**config.mk**
```make
export PLATFORM = sky130hd
export DESIGN_NAME = stitch_repeat_expander
export DESIGN_NICKNAME = d
export VERILOG_FILES = /design/src/sv/srq_pkg.sv /design/src/sv/stitch_repeat_expander.sv /design/src/sv/srq_ram.sv
export SDC_FILE = /design/constraint.sdc
export NUM_CORES = 2
export LEC_CHECK = 0
export ABC_CLOCK_PERIOD_IN_PS = 14350
export BUFFER_PORTS_ARGS = -buffer_cell sky130_fd_sc_hd__buf_4
export CAP_MARGIN = 5
export CORE_MARGIN = 1
export CORE_UTILIZATION = 43
export CTS_CLUSTER_DIAMETER = 120
export DETAILED_ROUTE_END_ITERATION = 8
export PLACE_DENSITY_LB_ADDON = 0.1
export REMOVE_ABC_BUFFERS = 1
export SETUP_SLACK_MARGIN = 0.02
export SKIP_LAST_GASP = 1
export SYNTH_ARGS = -nofsm -noshare
export SYNTH_HDL_FRONTEND = slang
export SYNTH_SLANG_ARGS = --single-unit
```
**constraint.sdc**
```tcl
create_clock -name clk -period 14.35 [get_ports clk]
set_input_delay 2.87 -clock clk [delete_from_list [all_inputs] [get_ports clk]]
set_output_delay 2.87 -clock clk [all_outputs]
set_load 0.01 [all_outputs]
```
**src/sv/srq_pkg.sv**
```systemverilog
// ----------------------------------------------------------------------------
// srq_pkg
// Shared types and codes for the stitch repeat expander.
// ----------------------------------------------------------------------------
`default_nettype none

package srq_pkg;

    // repeat modes
    localparam logic [1:0] MODE_SINGLE      = 2'd0;
    localparam logic [1:0] MODE_BACK_FORTH  = 2'd1;
    localparam logic [1:0] MODE_BEAN        = 2'd2;
    localparam logic [1:0] MODE_BACKSTITCH  = 2'd3;

    // configuration register indexes
    localparam logic REG_REPEAT_MODE = 1'b0;
    localparam logic REG_PASS_COUNT  = 1'b1;

    // register reset values
    localparam logic [1:0] MODE_RESET = MODE_SINGLE;
    localparam logic [3:0] PASS_RESET = 4'd3;

    // sequencer states
    typedef enum logic [1:0] {
        ST_IDLE,
        ST_GEN,
        ST_REV,
        ST_FLUSH
    } state_t;

endpackage

`default_nettype wire

```
**src/sv/stitch_repeat_expander.sv**
```systemverilog
// ----------------------------------------------------------------------------
// stitch_repeat_expander
// Expands a stitch path by single pass, back and forth, bean or backstitch.
// ----------------------------------------------------------------------------
// Points enter on the s_ stream, one item per point, s_tlast on the last point
// of a path. Expanded points leave on the m_ stream; m_tlast marks the last
// item caused by one input point, m_tuser carries the end of the expanded path
// and the store overflow flag. The user must write repeat_mode and pass_count
// through the cfg_ port only while the block is idle; the block itself does
// not enforce this. The sequencer takes one input item at a time: it accepts
// the item, works through each candidate point in turn, then releases the
// final item. The reverse leg of back and forth reads the point store one
// entry per cycle while the output does not stall, through its registered
// read port. A result passes through a holding slot before it reaches the
// output register. A finished result waits in the output register while the
// next candidate waits in the holding slot; when the receiver stalls with both
// full, the sequencer pauses unless the candidate is a dropped null move.
// Reset clears the path state and sets repeat_mode to single pass and
// pass_count to three; the point store needs no clearing.
// ----------------------------------------------------------------------------
`default_nettype none

module stitch_repeat_expander #(
    parameter int MAX_POINTS = 64,
    parameter int COORD_BITS = 24
) (
    input  wire logic clk,
    input  wire logic rst_n,

    // fields from bit 0: in_x, in_y, zero fill
    input  wire logic [((2*COORD_BITS+7)/8)*8-1:0] s_tdata,
    input  wire logic                              s_tvalid,
    output logic                                   s_tready,
    input  wire logic                              s_tlast,

    // fields from bit 0: out_x, out_y, zero fill
    output logic [((2*COORD_BITS+7)/8)*8-1:0]      m_tdata,
    output logic                                   m_tvalid,
    input  wire logic                              m_tready,
    output logic                                   m_tlast,
    // fields from bit 0: sequence_end, store_overflow
    output logic [1:0]                             m_tuser,

    input  wire logic                              cfg_we,
    input  wire logic                              cfg_index,
    input  wire logic [3:0]                        cfg_data
);

    localparam int PW = 2 * COORD_BITS;
    localparam int DW = ((PW + 7) / 8) * 8;
    localparam int AW = (MAX_POINTS > 1) ? $clog2(MAX_POINTS) : 1;
    localparam int CW = $clog2(MAX_POINTS + 1);

    // configuration
    logic [1:0] mode_reg;
    logic [3:0] pass_reg;

    // path state
    logic [CW-1:0] cnt_reg,       cnt_next;
    logic          have_prev_reg, have_prev_next;
    logic          ovf_reg,       ovf_next;
    logic [PW-1:0] prev_reg,      prev_next;
    logic [PW-1:0] last_reg,      last_next;

    // current item
    srq_pkg::state_t state_reg, state_next;
    logic [PW-1:0] cur_reg,    cur_next;
    logic [PW-1:0] iprev_reg,  iprev_next;
    logic          end_reg,    end_next;
    logic          iovf_reg,   iovf_next;
    logic          force_reg,  force_next;
    logic          rev_reg,    rev_next;
    logic [3:0]    limit_reg,  limit_next;
    logic [3:0]    k_reg,      k_next;
    logic [AW-1:0] rstart_reg, rstart_next;
    logic [AW-1:0] raddr_reg,  raddr_next;

    // holding slot and output register
    logic          pend_valid_reg, pend_valid_next;
    logic [PW-1:0] pend_reg,       pend_next;
    logic          m_valid_reg,    m_valid_next;
    logic [PW-1:0] out_pt_reg,     out_pt_next;
    logic          out_last_reg,   out_last_next;
    logic          out_seq_reg,    out_seq_next;
    logic          out_ovf_reg,    out_ovf_next;

    // store ports
    logic          st_we;
    logic [AW-1:0] st_waddr;
    logic          st_re;
    logic [AW-1:0] st_raddr;
    logic [PW-1:0] st_rdata;

    // helpers
    logic [PW-1:0] in_pt;
    logic          room;
    logic [CW-1:0] cnt_after;
    logic [3:0]    bean_passes;
    logic [PW-1:0] cand;
    logic          drop;
    logic          slot_free;
    logic          step;

    srq_ram #(
        .WIDTH (PW),
        .DEPTH (MAX_POINTS)
    ) u_store (
        .clk   (clk),
        .we    (st_we),
        .waddr (st_waddr),
        .wdata (in_pt),
        .re    (st_re),
        .raddr (st_raddr),
        .rdata (st_rdata)
    );

    assign in_pt     = s_tdata[PW-1:0];
    assign room      = (cnt_reg < CW'(MAX_POINTS));
    assign cnt_after = room ? cnt_reg + CW'(1) : cnt_reg;
    assign s_tready  = (state_reg == srq_pkg::ST_IDLE);

    assign st_we    = s_tvalid && s_tready && room;
    assign st_waddr = cnt_reg[AW-1:0];

    // odd pass count, three at least
    always_comb
    begin
        bean_passes = pass_reg | 4'd1;
        if (bean_passes < 4'd3)
        begin
            bean_passes = 4'd3;
        end
    end

    // candidate point and null-move check
    always_comb
    begin
        if (state_reg == srq_pkg::ST_REV)
        begin
            cand = st_rdata;
        end
        else if (k_reg[0])
        begin
            cand = iprev_reg;
        end
        else
        begin
            cand = cur_reg;
        end
    end

    assign drop      = !force_reg && (cand == last_reg);
    assign slot_free = !pend_valid_reg || !m_valid_reg || m_tready;
    assign step      = drop || slot_free;

    // configuration writes
    always_ff @(posedge clk or negedge rst_n)
    begin
        if (!rst_n)
        begin
            mode_reg <= srq_pkg::MODE_RESET;
            pass_reg <= srq_pkg::PASS_RESET;
        end
        else if (cfg_we)
        begin
            case (cfg_index)
                srq_pkg::REG_REPEAT_MODE: mode_reg <= cfg_data[1:0];
                srq_pkg::REG_PASS_COUNT:  pass_reg <= cfg_data;
                default:                  mode_reg <= mode_reg;
            endcase
        end
    end

    // sequencer next state
    always_comb
    begin
        state_next      = state_reg;
        cnt_next        = cnt_reg;
        have_prev_next  = have_prev_reg;
        ovf_next        = ovf_reg;
        prev_next       = prev_reg;
        last_next       = last_reg;
        cur_next        = cur_reg;
        iprev_next      = iprev_reg;
        end_next        = end_reg;
        iovf_next       = iovf_reg;
        force_next      = force_reg;
        rev_next        = rev_reg;
        limit_next      = limit_reg;
        k_next          = k_reg;
        rstart_next     = rstart_reg;
        raddr_next      = raddr_reg;
        pend_valid_next = pend_valid_reg;
        pend_next       = pend_reg;
        m_valid_next    = m_valid_reg && !m_tready;
        out_pt_next     = out_pt_reg;
        out_last_next   = out_last_reg;
        out_seq_next    = out_seq_reg;
        out_ovf_next    = out_ovf_reg;
        st_re           = 1'b0;
        st_raddr        = raddr_reg;

        case (state_reg)
            srq_pkg::ST_IDLE:
            begin
                if (s_tvalid)
                begin
                    // latch the item and update the path state
                    cur_next    = in_pt;
                    iprev_next  = prev_reg;
                    end_next    = s_tlast;
                    iovf_next   = ovf_reg || !room;
                    k_next      = 4'd0;
                    rstart_next = AW'(cnt_after - CW'(2));
                    force_next  = !have_prev_reg || (mode_reg == srq_pkg::MODE_SINGLE)
                                  || (mode_reg == srq_pkg::MODE_BACK_FORTH);
                    rev_next    = have_prev_reg && s_tlast
                                  && (mode_reg == srq_pkg::MODE_BACK_FORTH)
                                  && (cnt_after >= CW'(2));
                    if (!have_prev_reg)
                    begin
                        limit_next = 4'd1;
                    end
                    else
                    begin
                        case (mode_reg)
                            srq_pkg::MODE_BEAN:       limit_next = bean_passes;
                            srq_pkg::MODE_BACKSTITCH: limit_next = s_tlast ? 4'd3 : 4'd2;
                            default:                  limit_next = 4'd1;
                        endcase
                    end
                    if (s_tlast)
                    begin
                        cnt_next       = '0;
                        have_prev_next = 1'b0;
                        ovf_next       = 1'b0;
                        prev_next      = '0;
                    end
                    else
                    begin
                        cnt_next       = cnt_after;
                        have_prev_next = 1'b1;
                        ovf_next       = ovf_reg || !room;
                        prev_next      = in_pt;
                    end
                    state_next = srq_pkg::ST_GEN;
                end
            end

            srq_pkg::ST_GEN,
            srq_pkg::ST_REV:
            begin
                if (step)
                begin
                    // a kept point pushes the held one out
                    if (!drop)
                    begin
                        if (pend_valid_reg)
                        begin
                            m_valid_next  = 1'b1;
                            out_pt_next   = pend_reg;
                            out_last_next = 1'b0;
                            out_seq_next  = 1'b0;
                            out_ovf_next  = iovf_reg;
                        end
                        pend_valid_next = 1'b1;
                        pend_next       = cand;
                        last_next       = cand;
                    end
                    if (state_reg == srq_pkg::ST_GEN)
                    begin
                        if (k_reg == limit_reg - 4'd1)
                        begin
                            force_next = 1'b0;
                            if (rev_reg)
                            begin
                                st_re      = 1'b1;
                                st_raddr   = rstart_reg;
                                raddr_next = rstart_reg;
                                state_next = srq_pkg::ST_REV;
                            end
                            else
                            begin
                                state_next = srq_pkg::ST_FLUSH;
                            end
                        end
                        else
                        begin
                            k_next = k_reg + 4'd1;
                        end
                    end
                    else if (raddr_reg == '0)
                    begin
                        state_next = srq_pkg::ST_FLUSH;
                    end
                    else
                    begin
                        // fetch the next older entry
                        st_re      = 1'b1;
                        st_raddr   = raddr_reg - AW'(1);
                        raddr_next = raddr_reg - AW'(1);
                    end
                end
            end

            srq_pkg::ST_FLUSH:
            begin
                if (!pend_valid_reg)
                begin
                    state_next = srq_pkg::ST_IDLE;
                    if (end_reg)
                    begin
                        last_next = '0;
                    end
                end
                else if (!m_valid_reg || m_tready)
                begin
                    // final item of this input point
                    m_valid_next    = 1'b1;
                    out_pt_next     = pend_reg;
                    out_last_next   = 1'b1;
                    out_seq_next    = end_reg;
                    out_ovf_next    = iovf_reg;
                    pend_valid_next = 1'b0;
                    state_next      = srq_pkg::ST_IDLE;
                    if (end_reg)
                    begin
                        last_next = '0;
                    end
                end
            end

            default:
            begin
                state_next = srq_pkg::ST_IDLE;
            end
        endcase
    end

    // sequencer registers
    always_ff @(posedge clk or negedge rst_n)
    begin
        if (!rst_n)
        begin
            state_reg      <= srq_pkg::ST_IDLE;
            cnt_reg        <= '0;
            have_prev_reg  <= 1'b0;
            ovf_reg        <= 1'b0;
            prev_reg       <= '0;
            last_reg       <= '0;
            pend_valid_reg <= 1'b0;
            m_valid_reg    <= 1'b0;
        end
        else
        begin
            state_reg      <= state_next;
            cnt_reg        <= cnt_next;
            have_prev_reg  <= have_prev_next;
            ovf_reg        <= ovf_next;
            prev_reg       <= prev_next;
            last_reg       <= last_next;
            pend_valid_reg <= pend_valid_next;
            m_valid_reg    <= m_valid_next;
        end
    end

    // item and output payload
    always_ff @(posedge clk)
    begin
        cur_reg      <= cur_next;
        iprev_reg    <= iprev_next;
        end_reg      <= end_next;
        iovf_reg     <= iovf_next;
        force_reg    <= force_next;
        rev_reg      <= rev_next;
        limit_reg    <= limit_next;
        k_reg        <= k_next;
        rstart_reg   <= rstart_next;
        raddr_reg    <= raddr_next;
        pend_reg     <= pend_next;
        out_pt_reg   <= out_pt_next;
        out_last_reg <= out_last_next;
        out_seq_reg  <= out_seq_next;
        out_ovf_reg  <= out_ovf_next;
    end

    assign m_tvalid = m_valid_reg;
    assign m_tdata  = DW'(out_pt_reg);
    assign m_tlast  = out_last_reg;
    assign m_tuser  = {out_ovf_reg, out_seq_reg};

endmodule

`default_nettype wire

```
**src/sv/srq_ram.sv**
```systemverilog
// ----------------------------------------------------------------------------
// srq_ram
// Generic single-write, single-read RAM with a registered read port.
// ----------------------------------------------------------------------------
`default_nettype none

module srq_ram #(
    parameter int WIDTH = 48,
    parameter int DEPTH = 64
) (
    input  wire logic                     clk,
    input  wire logic                     we,
    input  wire logic [$clog2(DEPTH)-1:0] waddr,
    input  wire logic [WIDTH-1:0]         wdata,
    input  wire logic                     re,
    input  wire logic [$clog2(DEPTH)-1:0] raddr,
    output logic      [WIDTH-1:0]         rdata
);

    logic [WIDTH-1:0] mem [DEPTH];

    // write port
    always_ff @(posedge clk)
    begin
        if (we)
        begin
            mem[waddr] <= wdata;
        end
    end

    // registered read, data holds until the next read
    always_ff @(posedge clk)
    begin
        if (re)
        begin
            rdata <= mem[raddr];
        end
    end

endmodule

`default_nettype wire
```
==> parameters.txt <==
Parameter                              Value

Status
  Status    completed

Placement
  Total half-perimeter wirelength after legalization and detailed placement    220,800 µm
  DP Area    138,900 µm²
  Port bufs    111
  Last weighted congestion value of the routability-driven placer    0.8476

Die
  Chip width    557.2 µm
  Die Y-Extent    557.2 µm
  Ports    112
  Full die area    310,500 µm²
  Number of rows in the core area    203
  Starting density of the core    0.4327
  Area of the core    306,300 µm²

Setup path
  Worst-path cell chain    inv_1 -> ha_2 -> inv_4 -> buf_4 -> mux2i_4 -> xnor2_1 -> nor4_2 -> and3_1 -> a311oi_1 -> nor3_2 -> buf_12 -> buf_12 -> buf_4 -> mux2i_1 -> o22ai_1 -> o41ai_1 -> nand4_1
  R2R Path Start    state_reg[0]
  Slowest stage cell, crit path    buf_4
  Worst Path Arrival    9.38 ns
  Critical-path maximum fanout    124
  Category of the most critical setup path    register to register
  Endpoint kind of the worst setup timing path    register
  Setup crit start    state_reg[0]
  Crit path launch type    register
  Largest stage delay, worst path    0.87 ns
  Count of buffering cells on the critical path with inverters included    6
  Data required, critical path    14.97 ns
  Dominant delay contributor by cell family on the critical path    buffers and inverters

Route
  DRC violation total after the first TritonRoute iteration    8,890
  ANT nets after route    0
  Total via count in the routed design    72,670
  Final wirelength    432,100 µm
  TritonRoute pass-1 iters    6
  Number of vias per cell    6.103
  Drt wl/cell    36.29 µm
  Remaining DRCs    0

Global route
  Global routing met3 resource utilization    0.04345
  Wire length of the first global-routing pass    582,200 µm
  Total congestion overflow    0
  Antenna violations before repair    28
  Largest net degree at the start of global routing    129
  Global-route layer with the greatest usage    met2
  Met1 global-route usage    0.3853
  Number of global-route vias before repair    69,330
  M2 GR Usage    0.4386
  Global routing usage summed across all routing layers    0.2736

Cells and area
  Syn-to-layout area delta    13.30%
  Final non-filler cell area    150,200 µm²
  Most frequent cells in the layout    edfxtp_1 (3,333), mux2i_1 (1,578), o22ai_1 (785), clkbuf_16 (367), buf_4 (302)
  Number of flip-flops under the largest register name    3,072
  Post-route core utilization    0.4903
  Fraction of layout instances using a drive strength above 1    0.1206
  Most common cell after layout, fill and taps aside    edfxtp_1
  Total number of nets in the final design    7,574
  Register name with the most flops    u_store.mem

STA
  Setup TNS    0 ns
  Clock period minus worst slack    8.757 ns
  Worst slew margin relative to its limit    0.1978
  Count of endpoints failing setup in the final report    0
  Number of hold violations in the final report    0
  Final clock skew    0.05122 ns
  Unrepaired setup endpoints after global routing    false
  Number of max-slew violations in the final report    0
  Max Freq    114.2 MHz
  Share of the cycle needed by the critical path after routing    0.6102
  Worst-Margin Slew    1.203 ns

CTS
  Clock tree from TritonCTS    yes
  TritonCTS Buffers    363
  Post-CTS Setup Repair Bufs    0
  Post-cts sizing count    0
  Clk Tree Root Cell    clkbuf_16
  CTS H-tree lvls    5
  Count of clock tree sinks    3,453
  Insertion delay to the later sink of the worst-skew pair    0.95 ns
  CTS hold repair buffers    0
  Clock Path Buffers    4
  Post-CTS clock slew at the launch and capture registers of the worst setup and hold paths    0.06 ns

Pwr
  Power share of the sequential group    0.345
  Pleak    52.61 nW
  Clock group share of total power    0.250
  Internal power contribution    0.02226 W
  Logic pwr share    0.405
  Sw Pwr    0.01373 W
  Maximum ir drop on the vdd rail    413.8 µV
  Fraction of power spent switching nets    0.3815
  Power per Cell Area    239.7 nW/µm²

Yosys
  Async set or reset register ratio after synthesis    0.03301
  Post-synthesis sequential element count    3,453
  Number of synthesized flops with an enable pin    3,333
  Post-synthesis instance total    7,240
  Synthesis Warnings    0
  Number of distinct library cells after synthesis    73
  Post-synthesis instance area    132,500 µm²
  Synthesized area per cell    18.31 µm²
  Most used flip-flop cell after synthesis    edfxtp_1
  Sequential cell area fraction in the yosys report    0.7775

Min path
  Type of the most critical hold path    register to register
  Hold Startpoint    pend_reg[37]

Job
  Max-capacitance violation count    0
[cell families (layout without fill, tap and decap cells)]
group | count (synthesis) | in the layout | share of synthesized area
buffers and inverters | 493 | 1053 | 0.01799
other | 0 | 6 | 0
xor gates and xnor gates | 40 | 40 | 0.002747
adders and majority gates | 10 | 10 | 0.0009440
muxes | 1630 | 1630 | 0.1243
DFF | 3453 | 3453 | 0.7775
AOI/OAI and AO/OA | 1176 | 1176 | 0.05972
and+or+nand+nor | 438 | 438 | 0.01676
[power by group through the flow]
| stage | Combinational (W) | Sequential (W) | Clock (W) |
|---|---|---|---|
| 6_report | 0.0146 | 0.0124 | 0.00900 |
| 4_1_cts | 0.0145 | 0.0124 | 0.00914 |
| 3_5_place_dp | 0.0145 | 0.0126 | 0 |
| 5_1_grt | 0.0152 | 0.0124 | 0.00952 |
| 2_1_floorplan | 0.00769 | 0.0124 | 0 |
| 3_3_place_gp | 0.0144 | 0.0126 | 0 |
[stage by stage]
stage	setup slack, ns	total power, W	cells	hold slack [ns]
finish	5.593	0.03599	11910	0.4123
global route	5.446	0.03718	11900	0.4204
CTS	5.868	0.03605	11900	0.4099
detailed placement	5.774	0.02709	11240	0.4045
global placement	5.827	0.02696	11240	0.4035
floorplan	-145.83	0.02006	6817	0.4003
[cell usage after synthesis, types with 5 or more instances]
library cell,count,area (µm²)
a211o_1,5,43.79
a211oi_1,7,52.55
a21oi_1,20,100.1
a22oi_1,5,37.54
and4_1,5,43.79
buf_1,15,56.30
buf_2,253,1266
buf_4,24,180.2
buf_6,17,191.4
clkbuf_1,114,427.9
dfrtp_1,113,2828
dfxtp_1,6,120.1
edfxtp_1,3333,100100
ha_1,10,125.1
inv_1,66,247.7
mux2_1,17,191.4
mux2_2,19,214.0
mux2_4,9,135.1
mux2i_1,1578,15800
mux2i_4,5,112.6
nand2_1,132,495.5
nand2b_1,60,375.4
nand3_1,12,60.06
nand3b_1,5,37.54
nand4_1,55,344.1
nand4b_1,7,61.31
nor2_1,100,375.4
nor2b_1,22,137.6
nor3_1,10,50.05
o211ai_1,8,60.06
o21ai_0,78,390.4
o22ai_1,785,4911
o31ai_1,37,277.8
o41ai_1,194,1699
or2_2,5,31.28
xnor2_1,24,210.2
xor2_1,15,131.4
[routing by layer]
| metal | share of wire | vias to the layer above |
|---|---|---|
| li1 | - | 29990 |
| met1 | 0.42 | 38940 |
| met2 | 0.47 | 3106 |
| met3 | 0.075 | 628 |
| met4 | 0.031 | 2 |
| met5 | 0.000019 | - |
[worst register-to-register path, cell delays in order, from the launching register on]
cell and delay [ns]:
dfrtp_1 0.44, inv_1 0.11, ha_2 0.46, inv_4 0.49, buf_4 0.71, mux2i_4 0.41, xnor2_1 0.10, nor4_2 0.81
and3_1 0.37, a311oi_1 0.14, nor3_2 0.56, buf_12 0.60, buf_12 0.90, buf_4 1.07, mux2i_1 0.36, o22ai_1 0.11
o41ai_1 0.65, nand4_1 0.17
[layout make-up]
type	count	area, µm²
multi-input combinational	3294	27730
timing repair buffer	323	2664
fill	25410	156100
sequential	3453	103100
tap	4100	5130
clock buffer	482	9796
clock inverter	178	1511
inverter	70	270.3
antenna	6	15.01
[path summary, 6_finish.rpt]
check                      slack (ns)  cells after the start          endpoint
hold reg to reg                  0.41                      0       m_tdata[37]
setup / recovery                 5.59                     17  u_store.rdata[6]
min in group asynchronous        1.94                      1      prev_reg[17]
setup reg to reg                 5.59                     17  u_store.rdata[6]
max in group asynchronous       11.04                      2      prev_reg[44]
hold / removal                   0.41                      0       m_tdata[37]
Power figures use the tool's default switching activity.
